**config.mk**
```make
export PLATFORM = sky130hd
export DESIGN_NAME = lamp_flash_glow_sequencer_core
export DESIGN_NICKNAME = d
export VERILOG_FILES = /design/src/rtl/lfg_pkg.sv /design/src/rtl/lamp_flash_glow_sequencer_core.sv /design/src/rtl/lfg_cfg_regs.sv /design/src/rtl/lfg_engine.sv
export SDC_FILE = /design/constraint.sdc
export NUM_CORES = 1
export LEC_CHECK = 0
export ABC_AREA = 1
export BUFFER_PORTS_ARGS = -buffer_cell sky130_fd_sc_hd__buf_4
export CAP_MARGIN = 10
export CORE_MARGIN = 2
export CORE_UTILIZATION = 49
export CTS_CLUSTER_DIAMETER = 50
export CTS_CLUSTER_SIZE = 12
export DETAILED_ROUTE_END_ITERATION = 12
export PLACE_DENSITY = 0.66
export SETUP_SLACK_MARGIN = 0.4
export SYNTH_ARGS = -nofsm -noshare
export SYNTH_HDL_FRONTEND = slang
export SYNTH_HIERARCHICAL = 1
export SYNTH_SLANG_ARGS = --single-unit
```
**constraint.sdc**
```tcl
create_clock -name clk -period 6.5 [get_ports clk]
set_clock_uncertainty 0.15 [all_clocks]
set_input_delay 0.325 -clock clk [delete_from_list [all_inputs] [get_ports clk]]
set_output_delay 0.325 -clock clk [all_outputs]
set_load 0.1 [all_outputs]
```
**src/rtl/lfg_pkg.sv**
```systemverilog
// Shared types, constants and the glow table for the lamp flash and glow sequencer.
package lfg_pkg;

    localparam int CFG_INDEX_W = 3;
    localparam int CFG_DATA_W  = 32;

    localparam logic [CFG_INDEX_W-1:0] REG_EFFECT_MODE     = 3'd0;
    localparam logic [CFG_INDEX_W-1:0] REG_START_AT        = 3'd1;
    localparam logic [CFG_INDEX_W-1:0] REG_CYCLE_TOTAL     = 3'd2;
    localparam logic [CFG_INDEX_W-1:0] REG_FIRST_PERIOD    = 3'd3;
    localparam logic [CFG_INDEX_W-1:0] REG_PERIOD_STEP     = 3'd4;
    localparam logic [CFG_INDEX_W-1:0] REG_INVERT_FLASH    = 3'd5;
    localparam logic [CFG_INDEX_W-1:0] REG_SHORTEST_PERIOD = 3'd6;

    localparam logic [1:0] CMD_TICK = 2'd0;
    localparam logic [1:0] CMD_ARM  = 2'd1;
    localparam logic [1:0] CMD_STOP = 2'd2;

    localparam logic MODE_FLASH = 1'b0;
    localparam logic MODE_GLOW  = 1'b1;

    localparam logic [7:0]  CYCLES_ENDLESS = 8'hFF;
    localparam logic [3:0]  GLOW_LAST_STEP = 4'd15;
    localparam logic [1:0]  GLOW_OFF       = 2'd3;
    localparam logic [1:0]  DIM_OFF_LEVEL  = 2'd1;
    localparam logic [15:0] PERIOD_MAX     = 16'hFFFF;

    typedef struct packed {
        logic [1:0]  cmd;
        logic [31:0] now_time;
        logic [7:0]  lamp_number;
    } lfg_in_t;

    typedef struct packed {
        logic [7:0] lamp_out;
        logic       lamp_on;
        logic [1:0] dim_level;
    } lfg_out_t;

    typedef struct packed {
        logic        effect_mode;
        logic [31:0] start_at;
        logic [7:0]  cycle_total;
        logic [15:0] first_period;
        logic [15:0] period_step;
        logic        invert_flash;
        logic [15:0] shortest_period;
    } lfg_cfg_t;

    typedef struct packed {
        logic       running;
        logic [7:0] cycles_left;
    } lfg_status_t;

    // Glow table entry: GLOW_OFF marks a dark step, anything else is the dim level.
    function automatic logic [1:0] glow_entry(input logic [3:0] idx);
        logic [1:0] e;
        unique case (idx)
            4'd0, 4'd1, 4'd2, 4'd14, 4'd15: e = 2'd0;
            4'd3, 4'd13:                    e = 2'd1;
            4'd4, 4'd12:                    e = 2'd2;
            default:                        e = GLOW_OFF;
        endcase
        return e;
    endfunction

endpackage

```
**src/rtl/lamp_flash_glow_sequencer_core.sv**
```systemverilog
// Top level of the lamp flash and glow sequencer with its input and result registers.
// A result word for a due tick word is formed between the input register and the result register.
// Throughput: one input word per cycle unless out_ready stalls it; the step logic between
// the input and result registers updates the effect state in that same cycle.
// A full result register stalls the input register only while out_ready is low.
// Reset is asynchronous and active low and clears configuration, state and valid flags.
module lamp_flash_glow_sequencer_core #(
    parameter int LAMP_COUNT = 64
) (
    input  logic                             clk,
    input  logic                             rst_n,
    input  logic                             in_valid,
    output logic                             in_ready,
    input  lfg_pkg::lfg_in_t                 in_data,
    output logic                             out_valid,
    input  logic                             out_ready,
    output lfg_pkg::lfg_out_t                out_data,
    input  logic                             cfg_we,
    input  logic [lfg_pkg::CFG_INDEX_W-1:0]  cfg_index,
    input  logic [lfg_pkg::CFG_DATA_W-1:0]   cfg_wdata
);
    import lfg_pkg::*;

    logic        in_valid_reg;
    lfg_in_t     in_word_reg;
    logic        out_valid_reg;
    lfg_out_t    out_word_reg;
    logic        advance;
    logic        emit;
    lfg_out_t    result;
    lfg_cfg_t    cfg;
    lfg_status_t status;

    assign advance  = in_valid_reg && (!out_valid_reg || out_ready);
    assign in_ready = !in_valid_reg || advance;

    lfg_cfg_regs u_cfg (
        .clk       (clk),
        .rst_n     (rst_n),
        .cfg_we    (cfg_we),
        .cfg_index (cfg_index),
        .cfg_wdata (cfg_wdata),
        .cfg       (cfg)
    );

    lfg_engine #(
        .LAMP_COUNT (LAMP_COUNT)
    ) u_engine (
        .clk    (clk),
        .rst_n  (rst_n),
        .fire   (advance),
        .item   (in_word_reg),
        .cfg    (cfg),
        .emit   (emit),
        .result (result),
        .status (status)
    );

    always_ff @(posedge clk or negedge rst_n)
    begin
        if (!rst_n)
        begin
            in_valid_reg  <= 1'b0;
            out_valid_reg <= 1'b0;
        end
        else
        begin
            if (in_ready)
            begin
                in_valid_reg <= in_valid;
            end
            if (advance)
            begin
                out_valid_reg <= emit;
            end
            else if (out_ready)
            begin
                out_valid_reg <= 1'b0;
            end
        end
    end

    always_ff @(posedge clk)
    begin
        if (in_valid && in_ready)
        begin
            in_word_reg <= in_data;
        end
        if (advance && emit)
        begin
            out_word_reg <= result;
        end
    end

    assign out_valid = out_valid_reg;
    assign out_data  = out_word_reg;

    a_ready_when_empty: assert property (@(posedge clk) disable iff (!rst_n)
        !in_valid_reg |-> in_ready)
        else $error("Input register empty but in_ready is low.");

    a_emit_only_tick: assert property (@(posedge clk) disable iff (!rst_n)
        (advance && emit) |-> (in_word_reg.cmd == CMD_TICK))
        else $error("Result produced by a word that is not a tick.");

    a_stop_clears: assert property (@(posedge clk) disable iff (!rst_n)
        (advance && in_word_reg.cmd == CMD_STOP) |=>
            (!status.running && status.cycles_left == 8'd0))
        else $error("Stop did not clear the running effect.");

    a_lamp_in_range: assert property (@(posedge clk) disable iff (!rst_n)
        out_valid_reg |-> ({1'b0, out_word_reg.lamp_out} < 9'(LAMP_COUNT)))
        else $error("Result names a lamp beyond the lamp count.");

endmodule

```
**src/rtl/lfg_cfg_regs.sv**
```systemverilog
// Configuration register file written through the plain write port.
module lfg_cfg_regs (
    input  logic                                clk,
    input  logic                                rst_n,
    input  logic                                cfg_we,
    input  logic [lfg_pkg::CFG_INDEX_W-1:0]     cfg_index,
    input  logic [lfg_pkg::CFG_DATA_W-1:0]      cfg_wdata,
    output lfg_pkg::lfg_cfg_t                   cfg
);
    import lfg_pkg::*;

    lfg_cfg_t cfg_reg;

    always_ff @(posedge clk or negedge rst_n)
    begin
        if (!rst_n)
        begin
            cfg_reg <= '0;
        end
        else if (cfg_we)
        begin
            unique case (cfg_index)
                REG_EFFECT_MODE:     cfg_reg.effect_mode     <= cfg_wdata[0];
                REG_START_AT:        cfg_reg.start_at        <= cfg_wdata[31:0];
                REG_CYCLE_TOTAL:     cfg_reg.cycle_total     <= cfg_wdata[7:0];
                REG_FIRST_PERIOD:    cfg_reg.first_period    <= cfg_wdata[15:0];
                REG_PERIOD_STEP:     cfg_reg.period_step     <= cfg_wdata[15:0];
                REG_INVERT_FLASH:    cfg_reg.invert_flash    <= cfg_wdata[0];
                REG_SHORTEST_PERIOD: cfg_reg.shortest_period <= cfg_wdata[15:0];
                default:             cfg_reg <= cfg_reg;
            endcase
        end
    end

    assign cfg = cfg_reg;

endmodule

```
**src/rtl/lfg_engine.sv**
```systemverilog
// Effect state and the single-pass step logic for arm, stop and tick words.
module lfg_engine #(
    parameter int LAMP_COUNT = 64
) (
    input  logic                  clk,
    input  logic                  rst_n,
    input  logic                  fire,
    input  lfg_pkg::lfg_in_t      item,
    input  lfg_pkg::lfg_cfg_t     cfg,
    output logic                  emit,
    output lfg_pkg::lfg_out_t     result,
    output lfg_pkg::lfg_status_t  status
);
    import lfg_pkg::*;

    logic        running_reg,      running_next;
    logic        running_mode_reg, running_mode_next;
    logic [31:0] begin_time_reg,   begin_time_next;
    logic [7:0]  cycles_left_reg,  cycles_left_next;
    logic [15:0] cur_period_reg,   cur_period_next;
    logic [3:0]  step_index_reg,   step_index_next;
    logic [31:0] due_time_reg,     due_time_next;
    logic        flash_inv_reg,    flash_inv_next;
    logic [15:0] run_step_reg,     run_step_next;

    logic              lamp_ok;
    logic              due;
    logic              cycle_done;
    logic [1:0]        glow_e;
    logic signed [17:0] period_sum;
    logic [15:0]       period_upd;
    logic [15:0]       period_use;

    assign lamp_ok = {1'b0, item.lamp_number} < 9'(LAMP_COUNT);
    assign due     = lamp_ok && running_reg && (item.now_time >= begin_time_reg)
                     && (item.now_time >= due_time_reg);
    assign glow_e  = glow_entry(step_index_reg);
    assign cycle_done = (running_mode_reg == MODE_FLASH) ? (step_index_reg != 4'd0)
                                                         : (step_index_reg == GLOW_LAST_STEP);

    assign period_sum = $signed({2'b00, cur_period_reg})
                        + 18'($signed(run_step_reg));

    always_comb
    begin
        if (period_sum < $signed({2'b00, cfg.shortest_period}))
        begin
            period_upd = cfg.shortest_period;
        end
        else if (period_sum > $signed({2'b00, PERIOD_MAX}))
        begin
            period_upd = PERIOD_MAX;
        end
        else
        begin
            period_upd = period_sum[15:0];
        end
    end

    assign period_use = cycle_done ? period_upd : cur_period_reg;

    always_comb
    begin
        running_next      = running_reg;
        running_mode_next = running_mode_reg;
        begin_time_next   = begin_time_reg;
        cycles_left_next  = cycles_left_reg;
        cur_period_next   = cur_period_reg;
        step_index_next   = step_index_reg;
        due_time_next     = due_time_reg;
        flash_inv_next    = flash_inv_reg;
        run_step_next     = run_step_reg;
        emit              = 1'b0;

        if (fire)
        begin
            priority if (item.cmd == CMD_ARM)
            begin
                if (cfg.effect_mode == MODE_GLOW || cycles_left_reg == 8'd0)
                begin
                    running_next      = 1'b1;
                    running_mode_next = cfg.effect_mode;
                    begin_time_next   = cfg.start_at;
                    cycles_left_next  = cfg.cycle_total;
                    cur_period_next   = cfg.first_period;
                    run_step_next     = cfg.period_step;
                    if (cfg.effect_mode == MODE_FLASH)
                    begin
                        flash_inv_next = cfg.invert_flash;
                        due_time_next  = cfg.start_at + 32'(cfg.first_period >> 1);
                    end
                    else
                    begin
                        due_time_next  = cfg.start_at + 32'(cfg.first_period >> 4);
                    end
                end
            end
            else if (item.cmd == CMD_STOP)
            begin
                running_next     = 1'b0;
                cycles_left_next = 8'd0;
            end
            else if (item.cmd == CMD_TICK && due)
            begin
                emit = 1'b1;
                if (cycle_done)
                begin
                    step_index_next = 4'd0;
                    cur_period_next = period_upd;
                    if (cycles_left_reg != CYCLES_ENDLESS)
                    begin
                        if (cycles_left_reg != 8'd0)
                        begin
                            cycles_left_next = cycles_left_reg - 8'd1;
                        end
                        else
                        begin
                            running_next = 1'b0;
                        end
                    end
                end
                else
                begin
                    step_index_next = step_index_reg + 4'd1;
                end
                if (running_mode_reg == MODE_FLASH)
                begin
                    due_time_next = item.now_time + 32'(period_use >> 1);
                end
                else
                begin
                    due_time_next = item.now_time + 32'(period_use >> 4);
                end
            end
            else
            begin
                emit = 1'b0;
            end
        end
    end

    always_comb
    begin
        result.lamp_out = item.lamp_number;
        if (running_mode_reg == MODE_FLASH)
        begin
            result.lamp_on   = (step_index_reg ^ {3'b000, flash_inv_reg}) != 4'd0;
            result.dim_level = 2'd0;
        end
        else if (glow_e == GLOW_OFF)
        begin
            result.lamp_on   = 1'b0;
            result.dim_level = DIM_OFF_LEVEL;
        end
        else
        begin
            result.lamp_on   = 1'b1;
            result.dim_level = glow_e;
        end
    end

    always_ff @(posedge clk or negedge rst_n)
    begin
        if (!rst_n)
        begin
            running_reg      <= 1'b0;
            running_mode_reg <= 1'b0;
            begin_time_reg   <= '0;
            cycles_left_reg  <= '0;
            cur_period_reg   <= '0;
            step_index_reg   <= '0;
            due_time_reg     <= '0;
            flash_inv_reg    <= 1'b0;
            run_step_reg     <= '0;
        end
        else
        begin
            running_reg      <= running_next;
            running_mode_reg <= running_mode_next;
            begin_time_reg   <= begin_time_next;
            cycles_left_reg  <= cycles_left_next;
            cur_period_reg   <= cur_period_next;
            step_index_reg   <= step_index_next;
            due_time_reg     <= due_time_next;
            flash_inv_reg    <= flash_inv_next;
            run_step_reg     <= run_step_next;
        end
    end

    assign status.running     = running_reg;
    assign status.cycles_left = cycles_left_reg;

endmodule

```
# Word level (Yosys, flattened, before mapping)
# Memory sizes are Yosys's and may differ from the RTL's.
# Cells that the tools add are included.
dict set report totals {
  reg_bits 256
  latch_bits 0
  ramBits 0
  rom_bits 32
  inputBits 82
  output_inout_bits 13
  mem_count 1
}
# name words word_bits rd rd_ports_with_merged_regs write_ports line
set memory_table {}
lappend memory_table {{(name not given)} 16 2 1 0 0 lfg_pkg.sv:58} ;# unique case (idx)
dict set report classes {
  addsub 7
  n_mul 0
  n_div 0
  n_lt_le_gt_ge 5
  n_eq_ne 14
  n_shift 0
  muxes 37
  n_bitwise 5
  n_reduce_logical 40
}
# cell n
set op_table {}
lappend op_table {{$mux 32} 6}
lappend op_table {{$mux 16} 7}
lappend op_table {{$add 32x12->32} 2}
lappend op_table {{$add 32x15->32} 2}
lappend op_table {{$ge 32x32->1} 2}
lappend op_table {{$mux 8} 7}
lappend op_table {{$add 17x16->18} 1}
lappend op_table {{$gt 18x17->1 const B} 1}
lappend op_table {{$lt 18x17->1} 1}
lappend op_table {{$mux 1} 14}
lappend op_table {{$reduce_and 2->1} 7}
lappend op_table {{$reduce_and 4->1} 3}
lappend op_table {{$reduce_and 6->1} 2}
lappend op_table {{$reduce_bool 3->1} 4}
lappend op_table {{$eq 3x3->1 const B} 3}
lappend op_table {{$logic_not 8->1} 1}
lappend op_table {{$lt 8x7->1 const B} 1}
lappend op_table {{$ne 8x8->1 const B} 1}
lappend op_table {{$reduce_bool 4->1} 2}
lappend op_table {{$reduce_bool 8->1} 1}
lappend op_table {{$sub 8x1->8 const B} 1}
lappend op_table {{$logic_and 1x1->1} 7}
lappend op_table {{$eq 3x2->1 const B} 2}
lappend op_table {{$mux 3} 2}
lappend op_table {{19 further kinds} 28}

# Depth between registers and ports, before layout
dict set report depth {
  ltp_word 10
  mapped_depth 42
  mapped_depth_nobuf 41
}

# Cells and area by module
# Netlist, hierarchy kept.
# mod instances cells_each area_each_um2
set modules_own_cells {}
lappend modules_own_cells {lfg_engine 1 1700 11118.2}
lappend modules_own_cells {lfg_cfg_regs 1 401 3570.9}
lappend modules_own_cells {lamp_flash_glow_sequencer_core 1 68 1697.9}

# Least setup slack after synthesis
# No wires, ideal clock.
dict set report synth_timing {
  path_kind {reg-to-reg}
  startpoint {reg u_engine.cur_period_reg[2]}
  endpoint {reg u_engine.due_time_reg[20]}
  setup_time_ns 0.126
  t_arrival_ns 4.582
  setup_slack_ns 1.642
  path_stages_with_launch 39
  path_buffers 1
  period_less_slack_ns 4.858
  path_cell_list {dfrtp_1 ha_1 nand2_1 nand2_1 nand2_1 nand2_1 nor2_1 o21ai_1 a21oi_1 xnor2_1 ha_1 a21oi_1 nor2_1 a211oi_1 nand2_1 nand2_1 nand3_1 nand2_4 [3 not listed] nand2_1 o21ai_1 ha_1 inv_1 fa_1 inv_1 nand3_1 nand2_1 a211o_1 nand2_1 nand2_1 nand2_1 nor2_1 nand2_1 nand3_1 nand2_1 nand2_1 o21ai_0}
}
dict set report synth_between {
  elab_chain_cells 10
  elab_cells_between_ends 12
  cone_classes {add/sub: 3; order compare: 2; mux: 7}
}
# item line
set synth_rtl {}
lappend synth_rtl {{start, declared} lfg_engine.sv:20} ;# logic [15:0] cur_period_reg, cur_period_next;
lappend synth_rtl {{start signal, assigned} lfg_engine.sv:182} ;# cur_period_reg <= cur_period_next;
lappend synth_rtl {{$add 17x16->18} lfg_engine.sv:42} ;# + 18'($signed(run_step_reg));
lappend synth_rtl {{$gt 18x17->1} lfg_engine.sv:50} ;# else if (period_sum > $signed({2'b00, PERIOD_MAX}))
lappend synth_rtl {{$mux 16} lfg_engine.sv:50}
lappend synth_rtl {{$mux 16} lfg_engine.sv:46} ;# if (period_sum < $signed({2'b00, cfg.shortest_period}))
lappend synth_rtl {{$mux 16 (*)} lfg_engine.sv:60} ;# assign period_use = cycle_done ? period_upd : cur_period_reg;
lappend synth_rtl {{$add 32x15->32 or $add 32x12->32 (tied branches)} {lfg_engine.sv:128, lfg_engine.sv:132}}
lappend synth_rtl {{$mux 32 (*)} lfg_engine.sv:126} ;# if (running_mode_reg == MODE_FLASH)
lappend synth_rtl {{$mux 32 (*)} lfg_engine.sv:103} ;# else if (item.cmd == CMD_TICK && due)
lappend synth_rtl {{$mux 32 (*)} lfg_engine.sv:98} ;# else if (item.cmd == CMD_STOP)
lappend synth_rtl {{$mux 32 (*)} lfg_engine.sv:77} ;# priority if (item.cmd == CMD_ARM)
lappend synth_rtl {{end signal, assigned} lfg_engine.sv:184} ;# due_time_reg <= due_time_next;
lappend synth_rtl {{end, declared} lfg_engine.sv:22} ;# logic [31:0] due_time_reg, due_time_next;
# Every way passes the cells marked *; elsewhere a longest branch is shown, timed or not. The select of a mux whose other input is x is not followed.
# A chain may end at the register's enable or synchronous reset.

# Worst setup path after layout
dict set report layout_timing {
  startpoint {reg u_engine.run_step_reg[0]}
  endpoint {reg u_engine.due_time_reg[26]}
}
dict set report layout_between {
  elab_chain_cells 10
  elab_cells_between_ends 12
  cone_classes {add/sub: 3; order compare: 2; mux: 7}
}
# item line
set layout_rtl {}
lappend layout_rtl {{start, declared} lfg_engine.sv:24} ;# logic [15:0] run_step_reg, run_step_next;
lappend layout_rtl {{start signal, assigned} lfg_engine.sv:186} ;# run_step_reg <= run_step_next;
lappend layout_rtl {{$add 17x16->18 (*)} lfg_engine.sv:42}
lappend layout_rtl {{$gt 18x17->1} lfg_engine.sv:50}
lappend layout_rtl {{$mux 16} lfg_engine.sv:50}
lappend layout_rtl {{$mux 16 (*)} lfg_engine.sv:46}
lappend layout_rtl {{$mux 16 (*)} lfg_engine.sv:60}
lappend layout_rtl {{$add 32x15->32 or $add 32x12->32 (tied branches)} {lfg_engine.sv:128, lfg_engine.sv:132}}
lappend layout_rtl {{$mux 32 (*)} lfg_engine.sv:126}
lappend layout_rtl {{$mux 32 (*)} lfg_engine.sv:103}
lappend layout_rtl {{$mux 32 (*)} lfg_engine.sv:98}
lappend layout_rtl {{$mux 32 (*)} lfg_engine.sv:77}
# Marked as above.

==> qor.yml <==
clk_latency_ns: 0.52
fin_cells: 2789
synthesis.area_um2: 16400
startpoint_type: "flop"
dp.cells: 2644
gp_congestion: 0.948
powerDensity_nw_per_um2: 459
grt_usage_pct: 28.3
grt-ovfl-total: 0
largest_reg_flops: 90
hold_path_class: "in -> reg"
crit_required_ns: 6.72
clock_path_buffers: 3
wirelength_um: 49700
avgSynthCellArea_um2: 7.56
grt_pass1_wl_um: 77600
dpl_cell_area_um2: 17300
coreArea_um2: 32700
swShare_pct: 44.4
first_pass_iters: 8
drc_errors: 0
worstSetupPathType: "reg -> reg"
yosys_warnings: 6
max_freq_mhz: 176
layout_setup_ws_ns: 0.827
initial_core_util_pct: 50.1
cts_root_buf: "clkbuf_16"
path_max_fanout: 7
path_common_cell: "nand2_1"
routed_via_density: 5.45
vias: 15188
hold_viol_final: 0
crit_path_top_delay_cell: "fa_1"
period_minus_slack_ns: 5.67
tightest_slew_ns: 1.10
fillers: 3040
combPwrFrac_pct: 50.0
setup-violations-final: 0
num_rows: 66
pwr-share-seq_pct: 27.4
maxCapViolCount: 0
first_global_vias: 13966
slew_violations: 0
htree_levels: 2
area_growth_pct: 18.6
die_w_um: 187
io_buffers: 94
critPathBufInv: 3
io_pins: 95
fin_util_pct: 59.4
final_nets: 2543
ir_drop_mv: 0.217
drive_gt1_share_pct: 9.93
setup_tns_ns: 0
outcome: "finished clean"
switching_power_mw: 3.97
dp_slack_ns: 0.750
arrival_ns: 5.89
drt-initial-drc-count: 1296
end_kind: "flop"
critPathMaxStageDelay_ns: 0.39
numClockSinks: 256
path_delay_family: "simple AND/OR/NAND/NOR gates"
syn_nets: 2388
netlist_instances: 2168
clkSlewWorstSetupHoldPaths_ns: 0.06
wl_per_cell_um: 17.8
rsz0062_at_grt: "false"
p_leak_nw: 9.77
grt_max_degree: 123
antenna_found_initial: 0
antenna_left: 0
dieArea_um2: 34900
hpwlAfterDp_um: 36400
tritoncts: "built"
relSlewSlack_pct: 26.7
clockPowerShare_pct: 22.6
stdcell_area_um2: 19400
die_h_um: 187
cts_buffers: 36
finalCritPeriodShare_pct: 87.3
p_int_mw: 4.96
metrics by stage:
stage	hold WS [ns]	total power, mW
2_1_floorplan	-0.121	5.56
5_1_grt	0.0340	9.68
6_report	0.0247	8.93
3_5_place_dp	0.256	6.68
3_3_place_gp	0.251	6.64
4_1_cts	0.0131	8.77
placed cells by master (no fill, tap or decap), types with 17 or more instances in the layout:
cell / instances
xor2_1: 20
buf_4: 105
edfxtp_1: 53
o21ai_1: 27
nand3_1: 150
nand4_1: 19
dfrtp_1: 203
nor2_1: 112
a21oi_1: 124
nand2_1: 745
inv_1: 220
ha_1: 132
clkbuf_16: 37
o21ai_0: 145
nor3_1: 17
dlygate4sd3_1: 78
timing repair:
action,CTS,global route
hold buffers,78,0
endpoints found under the setup margin,0,19
endpoints found under the hold margin,254,0
resized for setup,0,14
buffers inserted,0,4
cell type report:
cell class	instances	area [um2]	share of cell area, %
antenna	1	2.50	0.0129
clock buffer	40	957	4.93
clock inverter	21	278	1.43
inverter	233	877	4.51
multi-input combinational	1612	8510	43.8
sequential	256	6670	34.3
tap	442	553	2.85
timing repair buffer	184	1580	8.15
final timing paths:
check / cells past startpoint / from / to / slack [ns]
worst max register to register: 34 / u_engine/run_step_reg[0] / u_engine/due_time_reg[26] / 0.83
worst max-delay path: 34 / u_engine/run_step_reg[0] / u_engine/due_time_reg[26] / 0.83
max in group asynchronous: 3 / rst_n / u_engine/due_time_reg[4] / 4.59
worst min-delay path: 4 / cfg_index[0] / u_cfg/cfg[50] / 0.02
worst min register to register: 0 / in_word_reg[0] / out_data[3] / 0.27
min in group asynchronous: 2 / rst_n / u_cfg/cfg[85] / 0.37
worst reg2reg max path, delay by kind of cell, from the launching register on:
family                   cells  cell delay [ns]
AND/OR/NAND/NOR             20             2.29
adder cells (fa/ha/maj)      4             1.23
AO/OA/AOI/OAI                6             0.92
flip-flops                   1             0.35
XOR/XNOR                     1             0.30
buffers and inverters        3             0.26
power by group through the flow:
stage                     combinational (mW)  sequential (mW)  clock, mW
after floorplan                         3.26             2.30          0
after global placement                  4.19             2.45          0
after detailed placement                4.22             2.46          0
after CTS                               4.29             2.44       2.05
after global routing                    5.06             2.49       2.13
final                                   4.46             2.45       2.02
layer usage:
metal / global-route usage (%) / vias up / wire length (um)
met3: 3.73 / 66 / 3960
met2: 39.8 / 593 / 20100
met5: 0 / - / 0
li1: - / 7375 / -
met4: 6.78 / 0 / 1020
met1: 45.6 / 7154 / 24700
Power figures use the tool's default switching activity.
